`config.mk`:
```
export PLATFORM = sky130hd
export DESIGN_NAME = block_linear_ramp_generator_flat
export DESIGN_NICKNAME = d
export VERILOG_FILES = /design/src/blrg_pkg.sv /design/src/blrg_if.sv /design/src/block_linear_ramp_generator.sv /design/src/blrg_ctrl.sv /design/src/blrg_dp.sv /design/src/flat_wrapper.sv
export SDC_FILE = /design/constraint.sdc
export NUM_CORES = 1
export LEC_CHECK = 0
export BUFFER_PORTS_ARGS = -buffer_cell sky130_fd_sc_hd__buf_4
export CORE_ASPECT_RATIO = 0.9
export CORE_MARGIN = 5
export CORE_UTILIZATION = 36
export DETAILED_ROUTE_END_ITERATION = 7
export PLACE_DENSITY = 0.51
export SYNTH_ARGS = -nofsm -noshare
export SYNTH_HDL_FRONTEND = slang
export SYNTH_SLANG_ARGS = --single-unit
export TNS_END_PERCENT = 50
```
`constraint.sdc`:
```
create_clock -name clk_i -period 4.7 [get_ports clk_i]
set_clock_uncertainty 0.2 [all_clocks]
set_input_delay 0.705 -clock clk_i [delete_from_list [all_inputs] [get_ports clk_i]]
set_output_delay 0.705 -clock clk_i [all_outputs]
set_load 0.02 [all_outputs]
```
`src/blrg_pkg.sv`:
```
// blrg_pkg: shared constants, state encoding and controller/datapath bundles
// for the linear ramp generator; no dependencies
package blrg_pkg;

  localparam int unsigned DATA_W    = 16;   // target and sample width
  localparam int unsigned LEN_W     = 7;    // block_len register width
  localparam int unsigned MAX_BLOCK = 64;   // longest ramp
  localparam int unsigned CNT_W     = 6;    // sample and divider step counter
  localparam int unsigned DIV_STEPS = DATA_W; // one quotient bit per step
  localparam int unsigned REM_W     = 6;    // divider remainder, always below MAX_BLOCK
  localparam int unsigned ACC_W     = DATA_W + 2; // ramp quotient and its step

  localparam logic [LEN_W-1:0] BLOCK_LEN_RST = LEN_W'(32);
  localparam logic [LEN_W-1:0] LEN_MAX       = LEN_W'(MAX_BLOCK);
  localparam logic [LEN_W-1:0] LEN_MIN       = LEN_W'(1);

  typedef enum logic [1:0] {
    ST_IDLE,
    ST_DIV,
    ST_SETUP,
    ST_RAMP
  } blrg_state_e;

  typedef struct packed {
    logic load;       // capture target, length and difference
    logic div_step;   // one restoring division step
    logic setup;      // turn quotient into floored step, start the ramp
    logic ramp_step;  // advance to the next sample
    logic finish;     // store the last sample as the new level
  } blrg_cmd_t;

  typedef struct packed {
    logic [CNT_W-1:0] len_m1;  // effective length minus one
  } blrg_sts_t;

endpackage

```
`src/blrg_if.sv`:
```
// blrg_if: valid/ready channel interfaces for targets and ramp samples
// depends on blrg_pkg
interface blrg_in_if import blrg_pkg::*; ();
  logic                     valid;
  logic                     ready;
  logic signed [DATA_W-1:0] target;

  modport source (output valid, output target, input ready);
  modport sink (input valid, input target, output ready);
endinterface

interface blrg_out_if import blrg_pkg::*; ();
  logic                     valid;
  logic                     ready;
  logic signed [DATA_W-1:0] sample;
  logic                     last;

  modport source (output valid, output sample, output last, input ready);
  modport sink (input valid, input sample, input last, output ready);
endinterface

```
`src/block_linear_ramp_generator.sv`:
```
// block_linear_ramp_generator: top level of the linear ramp generator
// depends on blrg_pkg, blrg_if, blrg_ctrl and blrg_dp
//
// Each target transaction on in_i starts one ramp of L samples on out_o,
// L being block_len clamped to 1..64 (0 counts as 1, above 64 as 64).
// Sample i is ((target - level) * i + level * L) / L truncated toward zero,
// running from the stored level toward the target; the final sample has
// last set and becomes the stored level (zero after reset). block_len may
// only be written while no ramp is in progress. Per target: the target is
// accepted, the difference is divided by L bit-serially (one quotient bit
// per cycle), a setup step turns the quotient into the floored step, then
// one sample per cycle follows while out_o is ready. A new target is taken
// only once the last sample of the current ramp has been delivered.
module block_linear_ramp_generator import blrg_pkg::*; (
  input  logic             clk_i,
  input  logic             rst_ni,
  input  logic             block_len_we_i,
  input  logic [LEN_W-1:0] block_len_i,
  blrg_in_if.sink          in_i,
  blrg_out_if.source       out_o
);

  blrg_cmd_t cmd;
  blrg_sts_t sts;

  // sequencer: handshakes and step commands
  blrg_ctrl u_ctrl (
    .clk_i       (clk_i),
    .rst_ni      (rst_ni),
    .in_valid_i  (in_i.valid),
    .in_ready_o  (in_i.ready),
    .out_valid_o (out_o.valid),
    .out_ready_i (out_o.ready),
    .out_last_o  (out_o.last),
    .sts_i       (sts),
    .cmd_o       (cmd)
  );

  // arithmetic: divider, ramp accumulator, level and length registers
  blrg_dp u_dp (
    .clk_i          (clk_i),
    .rst_ni         (rst_ni),
    .block_len_we_i (block_len_we_i),
    .block_len_i    (block_len_i),
    .target_i       (in_i.target),
    .cmd_i          (cmd),
    .sts_o          (sts),
    .sample_o       (out_o.sample)
  );

`ifndef SYNTH
  // never accept a target while a ramp is being emitted
  a_no_overlap: assert property (@(posedge clk_i) disable iff (!rst_ni)
    out_o.valid |-> !in_i.ready)
    else $error("target accepted during ramp");

  // division always comes before the first sample
  a_div_first: assert property (@(posedge clk_i) disable iff (!rst_ni)
    (in_i.valid && in_i.ready) |=> !out_o.valid)
    else $error("sample without division");

  // the final sample of a ramp frees the input
  a_last_frees: assert property (@(posedge clk_i) disable iff (!rst_ni)
    (out_o.valid && out_o.ready && out_o.last) |=> in_i.ready)
    else $error("input not released after last sample");
`endif

endmodule

```
`src/blrg_ctrl.sv`:
```
// blrg_ctrl: sequencer for division, setup and sample emission
// depends on blrg_pkg
module blrg_ctrl import blrg_pkg::*; (
  input  logic      clk_i,
  input  logic      rst_ni,
  input  logic      in_valid_i,
  output logic      in_ready_o,
  output logic      out_valid_o,
  input  logic      out_ready_i,
  output logic      out_last_o,
  input  blrg_sts_t sts_i,
  output blrg_cmd_t cmd_o
);

  blrg_state_e      state_q, state_d;
  logic [CNT_W-1:0] cnt_q, cnt_d;

  always_ff @(posedge clk_i or negedge rst_ni) begin
    if (!rst_ni) begin
      state_q <= ST_IDLE;
      cnt_q   <= '0;
    end else begin
      state_q <= state_d;
      cnt_q   <= cnt_d;
    end
  end

  always_comb begin
    state_d     = state_q;
    cnt_d       = cnt_q;
    cmd_o       = '0;
    in_ready_o  = 1'b0;
    out_valid_o = 1'b0;
    out_last_o  = (cnt_q == '0);
    case (state_q)
      ST_IDLE: begin
        in_ready_o = 1'b1;
        if (in_valid_i) begin
          cmd_o.load = 1'b1;
          cnt_d      = CNT_W'(DIV_STEPS - 1);
          state_d    = ST_DIV;
        end
      end
      ST_DIV: begin
        cmd_o.div_step = 1'b1;
        cnt_d          = cnt_q - CNT_W'(1);
        if (cnt_q == '0) begin
          state_d = ST_SETUP;
        end
      end
      ST_SETUP: begin
        cmd_o.setup = 1'b1;
        cnt_d       = sts_i.len_m1;
        state_d     = ST_RAMP;
      end
      ST_RAMP: begin
        out_valid_o = 1'b1;
        if (out_ready_i) begin
          if (cnt_q == '0) begin
            cmd_o.finish = 1'b1;
            state_d      = ST_IDLE;
          end else begin
            cmd_o.ramp_step = 1'b1;
            cnt_d           = cnt_q - CNT_W'(1);
          end
        end
      end
      default: begin
        state_d = ST_IDLE;
      end
    endcase
  end

endmodule

```
`src/blrg_dp.sv`:
```
// blrg_dp: length register, level store, serial divider and ramp accumulator
// depends on blrg_pkg
module blrg_dp import blrg_pkg::*; (
  input  logic                     clk_i,
  input  logic                     rst_ni,
  input  logic                     block_len_we_i,
  input  logic [LEN_W-1:0]         block_len_i,
  input  logic signed [DATA_W-1:0] target_i,
  input  blrg_cmd_t                cmd_i,
  output blrg_sts_t                sts_o,
  output logic signed [DATA_W-1:0] sample_o
);

  logic [LEN_W-1:0]         block_len_q;
  logic signed [DATA_W-1:0] prev_q;
  logic [LEN_W-1:0]         len_q, len_d;
  logic                     neg_q;
  logic [DATA_W-1:0]        dvd_q;       // dividend in, quotient out
  logic [REM_W-1:0]         rem_q;
  logic signed [ACC_W-1:0]  dq_q;
  logic [REM_W-1:0]         dr_q;
  logic signed [ACC_W-1:0]  q_q;
  logic [REM_W-1:0]         r_q;

  logic signed [DATA_W:0]   diff;
  logic [DATA_W-1:0]        diff_mag;
  logic [LEN_W-1:0]         rem_sh;
  logic                     qbit;
  logic [LEN_W-1:0]         r_sum;
  logic                     r_wrap;
  logic signed [ACC_W-1:0]  q_out;

  // block length register
  always_ff @(posedge clk_i or negedge rst_ni) begin
    if (!rst_ni) begin
      block_len_q <= BLOCK_LEN_RST;
    end else if (block_len_we_i) begin
      block_len_q <= block_len_i;
    end
  end

  // level reached by the previous ramp
  always_ff @(posedge clk_i or negedge rst_ni) begin
    if (!rst_ni) begin
      prev_q <= '0;
    end else if (cmd_i.finish) begin
      prev_q <= sample_o;
    end
  end

  always_comb begin
    len_d = block_len_q;
    if (block_len_q < LEN_MIN) begin
      len_d = LEN_MIN;
    end else if (block_len_q > LEN_MAX) begin
      len_d = LEN_MAX;
    end
    diff     = (DATA_W+1)'(target_i) - (DATA_W+1)'(prev_q);
    diff_mag = diff[DATA_W] ? DATA_W'(-diff) : DATA_W'(diff);
    rem_sh   = {rem_q, dvd_q[DATA_W-1]};
    qbit     = (rem_sh >= len_q);
    r_sum    = LEN_W'(r_q) + LEN_W'(dr_q);
    r_wrap   = (r_sum >= len_q);
    // floor quotient to truncation toward zero
    q_out    = ((q_q < 0) && (r_q != '0)) ? q_q + ACC_W'(1) : q_q;
  end

  always_ff @(posedge clk_i) begin
    if (cmd_i.load) begin
      len_q <= len_d;
      neg_q <= diff[DATA_W];
      dvd_q <= diff_mag;
      rem_q <= '0;
    end else if (cmd_i.div_step) begin
      dvd_q <= {dvd_q[DATA_W-2:0], qbit};
      rem_q <= qbit ? REM_W'(rem_sh - len_q) : REM_W'(rem_sh);
    end
    if (cmd_i.setup) begin
      q_q <= ACC_W'(prev_q);
      r_q <= '0;
      if (!neg_q) begin
        dq_q <= ACC_W'(dvd_q);
        dr_q <= rem_q;
      end else if (rem_q == '0) begin
        dq_q <= -ACC_W'(dvd_q);
        dr_q <= '0;
      end else begin
        dq_q <= -ACC_W'(dvd_q) - ACC_W'(1);
        dr_q <= REM_W'(len_q - LEN_W'(rem_q));
      end
    end else if (cmd_i.ramp_step) begin
      if (r_wrap) begin
        q_q <= q_q + dq_q + ACC_W'(1);
        r_q <= REM_W'(r_sum - len_q);
      end else begin
        q_q <= q_q + dq_q;
        r_q <= REM_W'(r_sum);
      end
    end
  end

  assign sts_o.len_m1 = CNT_W'(len_q - LEN_W'(1));
  assign sample_o     = DATA_W'(q_out);

endmodule
```
`src/flat_wrapper.sv`:
```
// flat-port wrapper written by rule: the top's interface ports become plain ports
module block_linear_ramp_generator_flat import blrg_pkg::*;
  (clk_i, rst_ni, block_len_we_i, block_len_i, in_i_valid, in_i_target, in_i_ready, out_o_valid, out_o_sample, out_o_last, out_o_ready);
  blrg_in_if in_i_i ();
  blrg_out_if out_o_i ();
  input  logic clk_i;
  input  logic rst_ni;
  input  logic block_len_we_i;
  input  logic [LEN_W-1:0] block_len_i;
  input wire logic [$bits(in_i_i.valid)-1:0] in_i_valid;
  input wire logic [$bits(in_i_i.target)-1:0] in_i_target;
  output wire logic [$bits(in_i_i.ready)-1:0] in_i_ready;
  output wire logic [$bits(out_o_i.valid)-1:0] out_o_valid;
  output wire logic [$bits(out_o_i.sample)-1:0] out_o_sample;
  output wire logic [$bits(out_o_i.last)-1:0] out_o_last;
  input wire logic [$bits(out_o_i.ready)-1:0] out_o_ready;
  assign in_i_i.valid = in_i_valid;
  assign in_i_i.target = in_i_target;
  assign in_i_ready = in_i_i.ready;
  assign out_o_valid = out_o_i.valid;
  assign out_o_sample = out_o_i.sample;
  assign out_o_last = out_o_i.last;
  assign out_o_i.ready = out_o_ready;
  block_linear_ramp_generator u_core (.clk_i(clk_i), .rst_ni(rst_ni), .block_len_we_i(block_len_we_i), .block_len_i(block_len_i), .in_i(in_i_i), .out_o(out_o_i));
endmodule
```
Word-level counts from Yosys, hierarchy flattened
Cells that the tools add are included.
{"block": "op_classes", "addsub": 13, "order_cmp": 5, "eq_ne": 8, "muxes": 33, "n_reduce_logical": 10}
{"cell": "$mux 16", "n": 5}
{"cell": "$mux 18", "n": 4}
{"cell": "$mux 6", "n": 7}
{"cell": "$pmux 6 s4", "n": 1}
{"cell": "$add 18x18->18", "n": 1}
{"cell": "$add 18x2->18 const B", "n": 1}
{"cell": "$lt 18x1->1 const B", "n": 1}
{"cell": "$neg 16->18", "n": 1}
{"cell": "$sub 18x1->18 const B", "n": 1}
{"cell": "$sub 6x6->6", "n": 3}
{"cell": "$sub 16x16->17", "n": 1}
{"cell": "$add 16x2->16 const B", "n": 1}
{"cell": "$neg 16->16", "n": 1}
{"cell": "$ge 7x7->1", "n": 2}
{"cell": "$logic_not 6->1", "n": 2}
{"cell": "$mux 2", "n": 6}
{"cell": "$sub 6x1->6 const B", "n": 2}
{"cell": "$ne 2x2->1 const B", "n": 5}
{"cell": "$mux 1", "n": 8}
{"cell": "$pmux 2 s4", "n": 1}
{"cell": "$add 6x6->7", "n": 1}
{"cell": "$gt 7x7->1 const B", "n": 1}
{"cell": "$lt 7x1->1 const B", "n": 1}
{"cell": "$mux 7", "n": 1}
{"cell": "other kinds (9)", "n": 11}
{"block": "totals", "reg_bits": 109, "output_inout_bits": 19, "wordCells": 83}

Longest topological paths before layout
{"block": "logic_depth", "word_depth": 6, "depth_mapped": 17}

By module
Synthesis repeated with hierarchy kept, for this count alone.
{"block": "hier_totals", "hier_cells": 1098, "hier_area_um2": 9605.5}
{"module": "blrg_dp", "n_inst": 1, "cells_each": 1029, "area_per_inst_um2": 8982.4, "seq_area_each_um2": 2798.9}
{"module": "blrg_ctrl", "n_inst": 1, "cells_each": 69, "area_per_inst_um2": 623.1, "seq_area_each_um2": 200.2}

Worst setup path before layout
Ideal clock, no wire load.
{"block": "synth_path", "path_type": "reg-to-reg", "startpoint": "register u_core.u_dp.dr_q[0]", "endpoint": "register u_core.u_dp.q_q[15], data pin", "t_arrival_ps": 3672, "t_required_ps": 4246, "path_slack_ps": 573, "stages_incl_launch_ff": 16, "path_buffers": 0, "synth_period_minus_slack_ps": 4127, "cell_sequence": "edfxtp_1 ha_1 fa_1 a21o_1 a21oi_1 xnor2_1 ha_1 nand4_1 o21ai_0 o22ai_1 a31oi_1 nand3b_1 nor4_1 nand2_1 xnor2_1 o21a_1"}
{"block": "synth_between", "elab_chain_cells": 5}
{"item": "from (decl)", "line_no": "blrg_dp.sv:21", "text": "logic [REM_W-1:0] dr_q;"}
{"item": "from (signal assigned)", "line_no": "blrg_dp.sv:83", "text": "dr_q <= rem_q;"}
{"item": "from (signal assigned)", "line_no": "blrg_dp.sv:89", "text": "dr_q <= REM_W'(len_q - LEN_W'(rem_q));"}
{"item": "$add 6x6->7", "line_no": "blrg_dp.sv:62", "text": "r_sum = LEN_W'(r_q) + LEN_W'(dr_q);"}
{"item": "$ge 7x7->1", "line_no": "blrg_dp.sv:63", "text": "r_wrap = (r_sum >= len_q);"}
{"item": "$mux 18", "line_no": "blrg_dp.sv:92", "text": "if (r_wrap) begin"}
{"item": "$mux 18", "line_no": "blrg_dp.sv:91", "text": "end else if (cmd_i.ramp_step) begin"}
{"item": "$mux 18", "line_no": "blrg_dp.sv:78", "text": "if (cmd_i.setup) begin"}
{"item": "to (signal assigned)", "line_no": "blrg_dp.sv:79", "text": "q_q <= ACC_W'(prev_q);"}
{"item": "to (signal assigned)", "line_no": "blrg_dp.sv:93", "text": "q_q <= q_q + dq_q + ACC_W'(1);"}
{"item": "to (signal assigned)", "line_no": "blrg_dp.sv:96", "text": "q_q <= q_q + dq_q;"}
{"item": "to (decl)", "line_no": "blrg_dp.sv:22", "text": "logic signed [ACC_W-1:0] q_q;"}
Every way passes these cells. The select of a mux whose other input is x is not followed.
A chain may end at the register's enable or synchronous reset.

Worst setup path in the final report
{"block": "layout_path", "startpoint": "register u_core.u_dp.dr_q[0]", "endpoint": "register u_core.u_dp.q_q[17], data pin"}
Same word-level chain as after synthesis.

==> impl_metrics.csv <==
group,metric,value,unit
status,status,"finished clean",
clock_tree,cts_tree,"yes",
die,num_rows,54,
worst_setup_path,endpoint_kind,"flop",
worst_setup_path,cp_max_fo,4,
detailed_routing,post_drt_wl_per_cell,16.4,microns
die,initial_core_util,36.6,%
grt,antenna_found_initial,0,
detailed_routing,drc_errors,0,
cells_and_area,mostFrequentLayoutCells,"nand2_1, nor2_1, xnor2_1",
detailed_routing,drt_iter0_markers,520,
detailed_routing,vias_per_cell,5.26,
synthesis,yosysWarningCount,0,
synthesis,synth.avg_cell_area,8.77,sq um
clock_tree,cts_resized,0,
timing,worstMarginPinSlew,1180,ps
synthesis,ys_seq_area_share,33.8,%
grt,overflow,0,
worst_setup_path,worst-setup-path-type,"reg -> reg",
clock_tree,clk-insertion-delay-late,350,ps
cells_and_area,seq_area,3000,sq um
timing,worst_slack,522,ps
cells_and_area,syn_to_final_growth,10.4,%
detailed_routing,routed_wl,22100,microns
detailed_routing,ant_nets,0,
timing,drv_slew,0,
clock_tree,cts_sinks,109,
clock_tree,ctsHoldBuffers,0,
cells_and_area,nNetsFinal,1139,
clock_tree,htree_num_levels,3,
cells_and_area,layout_commonest_cell,"nand2_1",
worst_hold_path,min_path_type,"in -> async",
power,leakage,3.98,nW
die,die_w,176,microns
cells_and_area,multiInputGateArea,5490,sq um
synthesis,ys.flop_type,"edfxtp_1",
synthesis,syn-num-nets,1113,
job,cap_violations,0,
timing,fin_tns_setup,0,ps
timing,post-route-period-util,88.9,%
synthesis,synth_top_area_share,22.3,%
cells_and_area,drive_gt1_share,10.4,%
synthesis,yosys.area_share.simple,18.3,%
detailed_routing,vias,7103,
synthesis,ys_types,79,
die,top_level_ports,47,
placed_design,dpl.hpwl,17600,microns
clock_tree,clock_tree.root_cell,"clkbuf_16",
synthesis,synth_fa_ha_area_share,10.8,%
timing,maxSlewHeadroom,20.8,%
timing,setup_viol,0,
synthesis,syn_inst,1012,
timing,fmax,239,MHz
grt,grt_pass1_vias,6646,
synthesis,ys_ff_latch,109,
synthesis,synth_top_family_by_area,"compound AO/OA/AOI/OAI gates",
timing,period_minus_slack,4180,ps
grt,grt_pass1_wl,35900,microns
synthesis,synth-xor-area-share,10.6,%
synthesis,synth.area.top_cells,"edfxtp_1, ha_1, dfrtp_1",
worst_setup_path,start_kind,"flop",
grt,grt_max_degree,49,
clock_tree,cts_setup_buffers,0,
cells_and_area,fill_cells,2442,
timing,hold_violations,0,
grt,track_usage,15.7,%
placed_design,place_ws,484,ps
die,dieArea,27900,sq um
synthesis,synth-edff-count,66,
clock_tree,cts_buffers,9,
synthesis,synth_mux_area_share,2.92,%
synthesis,synth-async-reset-ratio,28.4,%
synthesis,yosysTopAreaCell,"edfxtp_1",
power,peakVddDrop,0.000241,V
worst_setup_path,cp.arrival,4050,ps
synthesis,syn_area,8880,sq um
placed_design,gp_congestion,0.846,
synthesis,synth_compound_area_share,19.2,%
worst_setup_path,critPathRequiredTime,4580,ps
clock_tree,cts.clk_slew.worst_paths,80,ps
cells_and_area,antenna_cells,0,
placed_design,portBuffers,46,
die,die_height,159,microns
clock_tree,cts_max_path_buffers,2,
die,core_area,24300,sq um
power,powerDensity,802,nW/um^2
detailed_routing,firstDrtPassIters,4,
timing,rsz0062_at_grt,"false",
[power breakdown]
part	total (mW)	internal, mW	switching (mW)
logic	5.03	2.08	2.95
registers	2.08	1.63	0.454
clock network	0.753	0.384	0.368
total	7.86	4.09	3.77
[synth_stat cells, types with 6 or more instances]
cell and number:
nor2b_1 18, nor3_1 25, a211oi_1 14, nand2b_1 11
mux2_2 11, o21ai_0 69, o22ai_1 8, xor2_1 34
edfxtp_1 66, clkbuf_1 30, and3_1 8, ha_1 67
a21oi_1 63, nor4_1 7, mux2i_1 12, nor2_1 90
dfrtp_1 30, dfxtp_1 12, nand3_1 24, a31oi_1 13
nand2_1 103, xnor2_1 73, nand4_1 15, o21a_1 12
fa_1 6, o31ai_1 9, a21o_1 18, inv_1 66
[logic make-up after synthesis]
group           after synthesis
simple gates                336
mux                          24
flops                       109
buf+inv                     103
compound gates              260
xor+xnor                    107
fa+ha+maj                    73
[final cells by class]
type | count | share of cell area (%)
Multi-Input combinational cell | 800 | 56.0
Sequential cell | 109 | 30.6
Timing Repair Buffer | 52 | 3.98
Tap cell | 308 | 3.93
Inverter | 66 | 2.53
Clock buffer | 10 | 2.44
Clock inverter | 6 | 0.523
[path summary, 6_finish.rpt]
| check | startpoint | end | slack (ps) | depth (start not counted) |
|---|---|---|---|---|
| min in group clk_i | u_core.u_dp.block_len_q[0] | u_core.u_dp.block_len_q[0] | 320 | 1 |
| worst min register to register | u_core.u_dp.block_len_q[0] | u_core.u_dp.block_len_q[0] | 320 | 1 |
| worst min-delay path | rst_ni | u_core.u_dp.block_len_q[0] | 80 | 1 |
| worst max-delay path | u_core.u_dp.dr_q[0] | u_core.u_dp.q_q[17] | 520 | 16 |
| worst max register to register | u_core.u_dp.dr_q[0] | u_core.u_dp.q_q[17] | 520 | 16 |
| max in group asynchronous | rst_ni | u_core.u_dp.prev_q[10] | 3870 | 1 |
[registers in the layout (all words and copies together), names as in the netlist]
| name | count |
|---|---|
| u_core.u_dp.prev_q | 16 |
| u_core.u_dp.rem_q | 6 |
| u_core.u_dp.q_q | 18 |
| u_core.u_dp.dr_q | 6 |
| u_core.u_ctrl.cnt_q | 6 |
| u_core.u_dp.r_q | 6 |
| u_core.u_dp.dvd_q | 16 |
| u_core.u_dp.len_q | 7 |
| u_core.u_ctrl.state_q | 2 |
| u_core.u_dp.neg_q | 1 |
| u_core.u_dp.block_len_q | 7 |
| u_core.u_dp.dq_q | 18 |
[metal layers]
metal	GRT usage (%)	part of all wire [%]	vias up
li1	-	-	3706
met1	25.9	56	3281
met2	21.8	40	106
met3	1.90	3.1	10
met4	3.05	1.0	0
met5	0	0	-
[stage by stage]
step | total power [mW] | area (sq um) | hold slack [ps] | std cells | utilization [%]
after CTS | 7.87 | 9800 | 92.5 | 1351 | 40.4
final | 7.86 | 9800 | 84.7 | 1351 | 40.4
after floorplan | 5.81 | 8880 | 209 | 1012 | -
after detailed placement | 7.07 | 9510 | 304 | 1335 | 39.2
after global routing | 8.60 | 9800 | 110 | 1351 | 40.4
after global placement | 7.07 | 9510 | 303 | 1335 | 39.2
[critical path, cell delays in order, from the launching register on]
cell	delay, ps
edfxtp_1	410
ha_1	250
fa_1	410
a21o_1	190
a21oi_1	220
xnor2_1	130
ha_1	360
nand4_1	120
o21ai_0	230
o22ai_1	140
a31oi_2	260
nand3b_1	140
nor4_1	270
buf_4	190
nand4_1	120
nor3_1	200
a221oi_1	70
No activity file was read; power rests on OpenSTA's default activity.
